File: src/rtl/dchl_pkg.sv
`timescale 1ns / 1ps
// ----------------------------------------------------------------------------
// dchl_pkg
// Shared types and constants of the dynamic line envelope (convex hull trick).
// ----------------------------------------------------------------------------
package dchl_pkg;

    localparam int HULL_DEPTH = 256;
    localparam int ADDR_W     = $clog2(HULL_DEPTH);
    localparam int CNT_W      = $clog2(HULL_DEPTH + 1);

    localparam int SLOPE_W = 32;
    localparam int ICPT_W  = 48;
    localparam int X_W     = 32;
    localparam int VAL_W   = 64;

    localparam int MA_W  = SLOPE_W + 1;
    localparam int MB_W  = ICPT_W + 1;
    localparam int MP_W  = MA_W + MB_W;
    localparam int MC_W  = $clog2(MA_W + 1);

    localparam logic KIND_INSERT = 1'b0;
    localparam logic KIND_QUERY  = 1'b1;

    localparam logic [1:0] ST_OK    = 2'd0;
    localparam logic [1:0] ST_DROP  = 2'd1;
    localparam logic [1:0] ST_EMPTY = 2'd2;
    localparam logic [1:0] ST_FULL  = 2'd3;

    typedef struct packed {
        logic                      kind;
        logic signed [SLOPE_W-1:0] slope;
        logic signed [ICPT_W-1:0]  intercept;
        logic signed [X_W-1:0]     query_x;
    } t_in;

    typedef struct packed {
        logic signed [VAL_W-1:0] value;
        logic [1:0]              status;
    } t_out;

    typedef struct packed {
        logic signed [SLOPE_W-1:0] slope;
        logic signed [ICPT_W-1:0]  icpt;
    } t_line;

    typedef enum logic [4:0] {
        S_IDLE, S_I_CHK, S_I_BS, S_I_EQ, S_I_NEW, S_SH_CHK, S_SH_WR, S_N_CHK,
        S_P_L, S_P_R, S_LD0, S_LD1, S_LD2, S_LD3, S_U1, S_U1W, S_U2W,
        S_RM_CHK, S_RM_WR, S_Q_CHK, S_Q_RA, S_Q_RB, S_Q_CMP, S_Q_FA, S_Q_FB,
        S_EMIT
    } t_state;

    typedef enum logic [1:0] {
        CTX_NEW, CTX_LEFT, CTX_RIGHT
    } t_ctx;

endpackage

File: src/rtl/dchl_mul.sv
`timescale 1ns / 1ps
// ----------------------------------------------------------------------------
// dchl_mul
// Bit-serial signed multiplier, one multiplier bit per cycle, for the
// breakpoint cross products.
// ----------------------------------------------------------------------------
module dchl_mul (
    input  logic                           i_clk,
    input  logic                           i_rst_n,
    input  logic                           i_start,
    input  logic signed [dchl_pkg::MA_W-1:0] i_a,
    input  logic signed [dchl_pkg::MB_W-1:0] i_b,
    output logic                           o_done,
    output logic signed [dchl_pkg::MP_W-1:0] o_prod
);
    import dchl_pkg::*;

    logic                   r_busy;
    logic                   r_done;
    logic [MC_W-1:0]        r_cnt;
    logic [MA_W-1:0]        r_am;
    logic [MB_W-1:0]        r_bm;
    logic                   r_neg;
    logic [MP_W-1:0]        r_acc;

    always_ff @(posedge i_clk) begin
        if (!i_rst_n) begin
            r_busy <= 1'b0;
            r_done <= 1'b0;
        end else begin
            r_done <= 1'b0;
            if (i_start) begin
                r_busy <= 1'b1;
                r_cnt  <= MC_W'(MA_W);
                r_am   <= i_a[MA_W-1] ? MA_W'(-i_a) : MA_W'(i_a);
                r_bm   <= i_b[MB_W-1] ? MB_W'(-i_b) : MB_W'(i_b);
                r_neg  <= i_a[MA_W-1] ^ i_b[MB_W-1];
                r_acc  <= '0;
            end else if (r_busy) begin
                if (r_cnt == '0) begin
                    r_acc  <= r_neg ? -r_acc : r_acc;
                    r_busy <= 1'b0;
                    r_done <= 1'b1;
                end else begin
                    r_acc <= (r_acc << 1) + (r_am[MA_W-1] ? MP_W'(r_bm) : '0);
                    r_am  <= r_am << 1;
                    r_cnt <= r_cnt - 1'b1;
                end
            end
        end
    end

    assign o_done = r_done;
    assign o_prod = $signed(r_acc);

endmodule

File: config.mk
export PLATFORM = sky130hd
export DESIGN_NAME = dchl_mul
export DESIGN_NICKNAME = d
export VERILOG_FILES = /design/src/rtl/dchl_pkg.sv /design/src/rtl/dchl_mul.sv
export SDC_FILE = /design/constraint.sdc
export NUM_CORES = 1
export LEC_CHECK = 0
export BUFFER_PORTS_ARGS = -buffer_cell sky130_fd_sc_hd__buf_2
export CAP_MARGIN = 30
export CORE_MARGIN = 10
export CORE_UTILIZATION = 50
export CTS_BUF_LIST = sky130_fd_sc_hd__clkbuf_16
export CTS_CLUSTER_DIAMETER = 50
export DETAILED_ROUTE_END_ITERATION = 10
export PLACE_DENSITY = 0.74
export SYNTH_ARGS = -nofsm -noshare
export SYNTH_HDL_FRONTEND = slang
export SYNTH_SLANG_ARGS = --single-unit
File: constraint.sdc
create_clock -name i_clk -period 8 [get_ports i_clk]
set_clock_uncertainty 0.1 [all_clocks]
set_input_delay 0.4 -clock i_clk [delete_from_list [all_inputs] [get_ports i_clk]]
set_output_delay 0.4 -clock i_clk [all_outputs]
set_load 0.02 [all_outputs]
==> results of run 1 <==
[worst min-delay path by stage]
stage,start,endpoint
final,i_b[0],r_bm[0]
after global routing,i_b[0],r_bm[0]
after CTS,i_b[0],r_bm[0]
after detailed placement,r_am[28],r_am[29]
after global placement,r_am[28],r_am[29]
after floorplan,r_busy,o_done
[power by group]
group	total [uW]	internal (uW)	switching (uW)	leakage (uW)
combinational	923	355	568	0.00363
clock	837	417	420	0.000288
sequential	1280	1140	139	0.00168
total	3040	1910	1130	0.00560
[layout make-up]
type | instances | area share [%]
Tap cell | 341 | 2.79
Inverter | 24 | 0.589
Multi-Input combinational cell | 1236 | 52.9
Clock buffer | 17 | 2.78
Clock inverter | 15 | 0.949
Sequential cell | 173 | 33.8
Timing Repair Buffer | 178 | 6.14
[state kept, by name, indices dropped and copies added (netlist names)]
name	flops
r_am	33
r_neg	1
r_busy	1
r_bm	49
o_prod	82
o_done	1
r_cnt	6
[logic make-up after synthesis]
family          after synthesis
simple gates                564
compound gates              401
xor+xnor                    212
flops                       173
buf+inv                      96
fa+ha+maj                    54
mux                           5
[layer usage]
metal  wire [um]  share of wire (%)  global-route usage (%)  vias to the layer above
met3        3340                8.6                    4.62                       51
met4         637                1.6                    5.75                        0
li1            -                  -                       -                     5853
met5           0                  0                       0                        -
met2       17500                 45                    34.3                      483
met1       17400                 45                    30.4                     5845
[per-stage QoR]
stage	util, %	hold slack (ps)	std cells	cell area (um2)
after CTS	56.9	77.9	1984	15300
after floorplan	-	363	1505	13600
final	56.9	97.8	1984	15300
after global placement	54.6	437	1949	14700
after detailed placement	54.8	453	1952	14700
after global routing	56.9	110	1984	15300
[cells in the final DEF (no fill, tap or decap), types with 24 or more instances in the layout]
master | netlist | layout
a211oi_1 | 36 | 36
a21oi_1 | 129 | 129
and2_1 | 55 | 54
buf_2 | 0 | 167
edfxtp_1 | 171 | 171
ha_1 | 53 | 53
inv_1 | 23 | 24
nand2_1 | 120 | 120
nand3_1 | 35 | 35
nor2_1 | 147 | 147
nor3_1 | 43 | 43
o21ai_0 | 75 | 75
o31ai_1 | 26 | 26
or3_1 | 26 | 26
or4_1 | 26 | 26
xnor2_1 | 119 | 119
xor2_1 | 93 | 93
[worst max-delay path, cell delays in order (launching register included)]
cell       delay, ps
edfxtp_1         530
buf_16           230
and2_1           150
ha_1             370
and3_1           240
nand4_1          110
a211o_1          290
a21o_1           210
a2111oi_0        870
o2111ai_1        530
a2111oi_0        610
xnor2_1          180
a21oi_1           80
==> results.md, run 1 <==
* Status: complete, no violations
* Congestion Overflow GR at 0
* Global-route wire length before repair at about 61 mm
* Fin crit share at approximately three fifths
* P_leak at roughly 0.0056 uW
* Primary FF master, synth: edfxtp_1
* Total Routing Usage GR at between 20% and 30%
* Synth top area cells: edfxtp_1 (38%), xnor2_1 (7.7%), xor2_1 (6.0%), ha_1 (4.9%), a21oi_1 (4.7%)
* Post-Synth Simple-Gate Area at 21.4%
* Post-layout nets at roughly 1800
* DR WL/cell at about 20 um
* Routability cong. at ~0.95
* Ys async rst share at 0%
* RR Startpoint: r_am[32]
* Synth Area in XOR/XNOR at a little over an eighth
* Worst-Skew Late Latency at around 440 ps
* Die height at ~190 um
* Maxcap violations at 0
* Sum of negative setup slack at 0 ps
* Dpl hpwl at 28.4 mm
* Pre-antenna DRT Iters at 5
* Critical Path End Type: flip-flop
* Vias per cell at just over 6
* Post-synthesis adder-cell area fraction at 5.02%
* Starting Density at slightly above 50%
* Port-buffer cells at around 170
* Die extent in x at ~190 um
* Hold Crit Depth at 1
* Final WS setup at roughly 3200 ps
* # fillers at 2421
* CP Max Fanout at between 40 and 50
* Worst Setup SP: r_am[32]
* Worst slew pin tran at approximately 1000 ps
* Finish-stage setup viols at 0
* Area of the mapped netlist at around 14000 um2
* Critical path class: reg2reg
* Iter 0 DRT Violations at between 900 and 1000
* # resized after CTS at 0
* RSZ-0062 raised after global routing: false
* Vias at 12200
* DRC at 0
* Multi-input logic area at approximately 8100 um2
* EDFF count, synth at 171
* Hold Path Class: in2reg
* Post-Syn Area per Cell at around 9.0 um2
* Peak VDD IR at between 0.15 and 0.2 mV
* Final slew viol count at 0
* Place WS at roughly 3300 ps
* Final hold vios at 0
* #FFs+latches synth at 173
* Core area at 26900 um2
* Number of placed I/O pins at around 170
* Clk sinks at around 170
* Synth top area share at between 30% and 40%
* Final Total Pwr at a little over 3000 uW
* Largest family of logic cells by synthesized area: simple AND/OR/NAND/NOR gates
* H-tree levels at 4
* Post-CTS Setup Repair Bufs at 0
* Area Overhead vs Synth at 12.3%
* Clock root cell: clkbuf_16
* Synth warn at 0
* Final min period at around 4800 ps
* Post-synth net total at 1644
* Routed wire length at between 30 and 40 mm
* Antenna cells at 0
* Clk slew on worst S/H paths at roughly 70 ps
* Worst Path Arrival at approximately 4800 ps
* R2r endpoint: o_prod[72]
* Die area at 34200 um2
* Gate Count Post-Synth at between 1500 and 2000
* CTS tree: built
* Crit path launch type: flip-flop
* Largest net degree at the start of global routing at slightly above 90
* Rel. slew slack at approximately 30%
* Post-synthesis sequential area ratio at between 30% and 40%
* Fmax at 0.209 GHz
* Largest area contributor in the netlist: edfxtp_1
* Synth Area in Compound Gates at a little under a fifth
* Setup crit end: o_prod[72]
* Most frequent cell after synthesis: edfxtp_1
* Mux cell area share after synthesis at 0.404%
* WP data required at 8050 ps
* Site row count at 60
* Power per cell area at ~200 nW/um2
* Sequential cell area at around 5200 um2
* Vias in the first global route at 11700
* TritonCTS Buffers at 17
* Post-synth cell types at ~70
* Deepest clock path buffer count at 2
* Post-route ant nets at 0
* Reg2reg path depth at 12
* Initial antenna violation count at 0
* Hold Buf Count CTS at 0
* Synth top cells by count: edfxtp_1 (171), nor2_1 (147), a21oi_1 (129), nand2_1 (120), xnor2_1 (119)
* Share of cells above drive strength 1 at between 10% and 20%
* R2r setup slk at between 3000 and 4000 ps
(Power assumes the default switching activity.)
==> inputs of run 2 (changes only) <==
- PLACE_DENSITY: 0.74 -> 0.77
- clock period: 8 -> 4 ns (I/O delays scaled with it)
==> results.md, run 2 (synthesized netlist as in run 1, its figures left out) <==
* Iter 0 DRT Violations at 1138 (+14%)
* Fin crit share at 97.4% (+38 points)
* TritonCTS Buffers at 17 (unchanged)
* Die height at 185 um (unchanged)
* Clk sinks at 173 (unchanged)
* Congestion Overflow GR at 0 (unchanged)
* Most frequent cells in the layout: edfxtp_1 (171), buf_2 (166), nor2_1 (147)
* Status: complete, no violations
* Largest net degree at the start of global routing at 91 (-1.1%)
* Site row count at 60 (unchanged)
* Share of cells above drive strength 1 at 17.9% (+3.4 points)
* CTS tree: built
* Reg2reg path depth at 13 (+1)
* Fmax at 0.257 GHz (+23%)
* Worst path bufs/invs at 2 (+1)
* Final Util at 60.3% (+3.4 points)
* H-tree levels at 4 (unchanged)
* Levels on crit path at 13 (+1)
* DRC at 0 (unchanged)
* RR Startpoint: r_am[32]
* Die area at 34200 um2 (unchanged)
* Post-route ant nets at 0 (unchanged)
* Antenna cells at 0 (unchanged)
* Post-layout nets at 1862 (+5.3%)
* Vias in the first global route at 12000 (+2.9%)
* Final Total Pwr at 6230 uW (+100%)
* Pre-antenna DRT Iters at 5 (unchanged)
* Dpl hpwl at 29.8 mm (+5.0%)
* Number of placed I/O pins at 168 (unchanged)
* Hold Path Class: in2reg
* Total Routing Usage GR at 23.2% (+1.2 points)
* Rel. slew slack at 35.2% (+5.6 points)
* Peak VDD IR at 0.290 mV (+88%)
* Core area at 26900 um2 (unchanged)
* Port-buffer cells at 167 (unchanged)
* Die extent in x at 185 um (unchanged)
* Final min period at 3900 ps (-896 ps)
* Worst Path Arrival at 3940 ps (-900 ps)
* Critical Path End Type: flip-flop
* Finish-stage setup viols at 0 (unchanged)
* WP data required at 4040 ps (-4010 ps)
* Crit path launch type: flip-flop
* Initial antenna violation count at 0 (unchanged)
* Crit path largest cell delay at 460 ps (-410 ps)
* Setup crit end: o_prod[72]
* Area Overhead vs Synth at 19.0%
* Worst slew pin tran at 972 ps (-73.6 ps)
* Max reg flops at 82 (unchanged)
* Critical path's slowest cell: a2111oi_2
* Cell breakdown of the critical path: clkdlybuf4s18_2 > and2_1 > ha_1 > and3_2 > nand4_1 > a211o_1 > a21o_1 > a2111oi_4 > buf_4 > o2111ai_2 > a2111oi_2 > xnor2_1 > a21oi_1
* DR WL/cell at 19.5 um (-0.33%)
* Routability cong. at 0.949 (+0.39%)
* Clk slew on worst S/H paths at 70 ps (about the same)
* Worst Setup SP: r_am[32]
* P_leak at 0.00603 uW (+7.8%)
* Top Family by Delay on Critical Path: compound AO/OA/AOI/OAI gates
* R2r endpoint: o_prod[72]
* Vias per cell at 6.09 (-1.2%)
* R2r setup slk at 100 ps (-3100 ps)
* Critical path class: reg2reg
* HP Start: i_b[35]
* Power per cell area at 384 nW/um2 (+93%)
* Clock root cell: clkbuf_16
* RSZ-0062 raised after global routing: true
* Worst-Skew Late Latency at 440 ps (about the same)
* Starting Density at 50.7% (unchanged)
* Final hold vios at 0 (unchanged)
* Maxcap violations at 0 (unchanged)
* Commonest non-fill, non-tap cell in the layout: edfxtp_1
* Routed wire length at 40.5 mm (+4.3%)
* Vias at 12700 (+3.4%)
* CP Max Fanout at 6 (-86%)
* Deepest clock path buffer count at 2 (unchanged)
* Global-route wire length before repair at 64.4 mm (+5.2%)
* Final slew viol count at 0 (unchanged)
## run 2: cell count changes in the layout (fill, tap and decap cells not counted), moves of 2 or more
cell           change
ha_1               -2
and3_1             -2
o21ai_0            -4
buf_4             +54
a21oi_2            +2
a21oi_1            -2
dlygate4sd3_1     +38
a211oi_2           +4
o21ai_1            +3
inv_8              -2
a2111oi_0          -2
a211oi_1           -4
## run 2: final cells by class
| class | instances | area [um2] |
|---|---|---|
| multi-input combinational | 1236 | 8200 |
| clock buffer | 17 | 425 |
| fill | 2376 | 10700 |
| timing repair buffer | 271 | 1740 |
| inverter | 24 | 90.1 |
| clock inverter | 15 | 148 |
| tap | 341 | 427 |
| sequential | 173 | 5170 |
## run 2: worst min path at each step
stage / endpoint / depth (start not counted)
5_1_grt: r_bm[35] / 2
4_1_cts: r_bm[35] / 2
6_report: r_bm[35] / 2
2_1_floorplan: r_bm[0] / 0
3_3_place_gp: r_bm[0] / 1
3_5_place_dp: r_bm[0] / 1
## run 2: power breakdown
group,total [uW],leakage (uW),switching (uW),internal (uW)
sequential,2510,0.00168,236,2280
combinational,2050,0.00406,1240,817
clock,1660,0.000287,828,831
## run 2: worst register-to-register path, cell delays in order, from the launching register on
cell and delay [ps]:
edfxtp_1 410, clkdlybuf4s18_2 290, and2_1 160, ha_1 360, and3_2 260, nand4_1 110, a211o_1 280, a21o_1 230
a2111oi_4 360, buf_4 180, o2111ai_2 150, a2111oi_2 460, xnor2_1 170, a21oi_1 80
## run 2: per-stage QoR
step / area, um2 / hold WS (ps) / worst slack, ps / instances / setup TNS (ps)
finish: 16200 / 15.9 / 104 / 2077 / 0
global route: 16200 / 20.1 / -45.0 / 2077 / -69.5
CTS: 16100 / 1.10 / 38.4 / 2074 / 0
detailed placement: 15100 / 342 / -334 / 2002 / -1600
global placement: 15100 / 330 / -404 / 2001 / -1800
floorplan: 13600 / 199 / 65.4 / 1505 / 0
## run 2: routing by layer
metal | up-vias | part of all wire, % | track usage, %
met4 | 0 | 1.9 | 6.27
li1 | 6054 | - | -
met2 | 552 | 45 | 35.9
met5 | - | 0 | 0
met3 | 54 | 8.0 | 4.60
met1 | 5991 | 45 | 32.3
## run 2: timing repair
| item | CTS | global route |
|---|---|---|
| setup buffers | 2 | 3 |
| pin swaps | 0 | 3 |
| gates resized for setup | 4 | 21 |
| hold buffers | 38 | 0 |
| endpoints found under the hold margin | 39 | 0 |
| endpoints found under the setup margin | 9 | 26 |
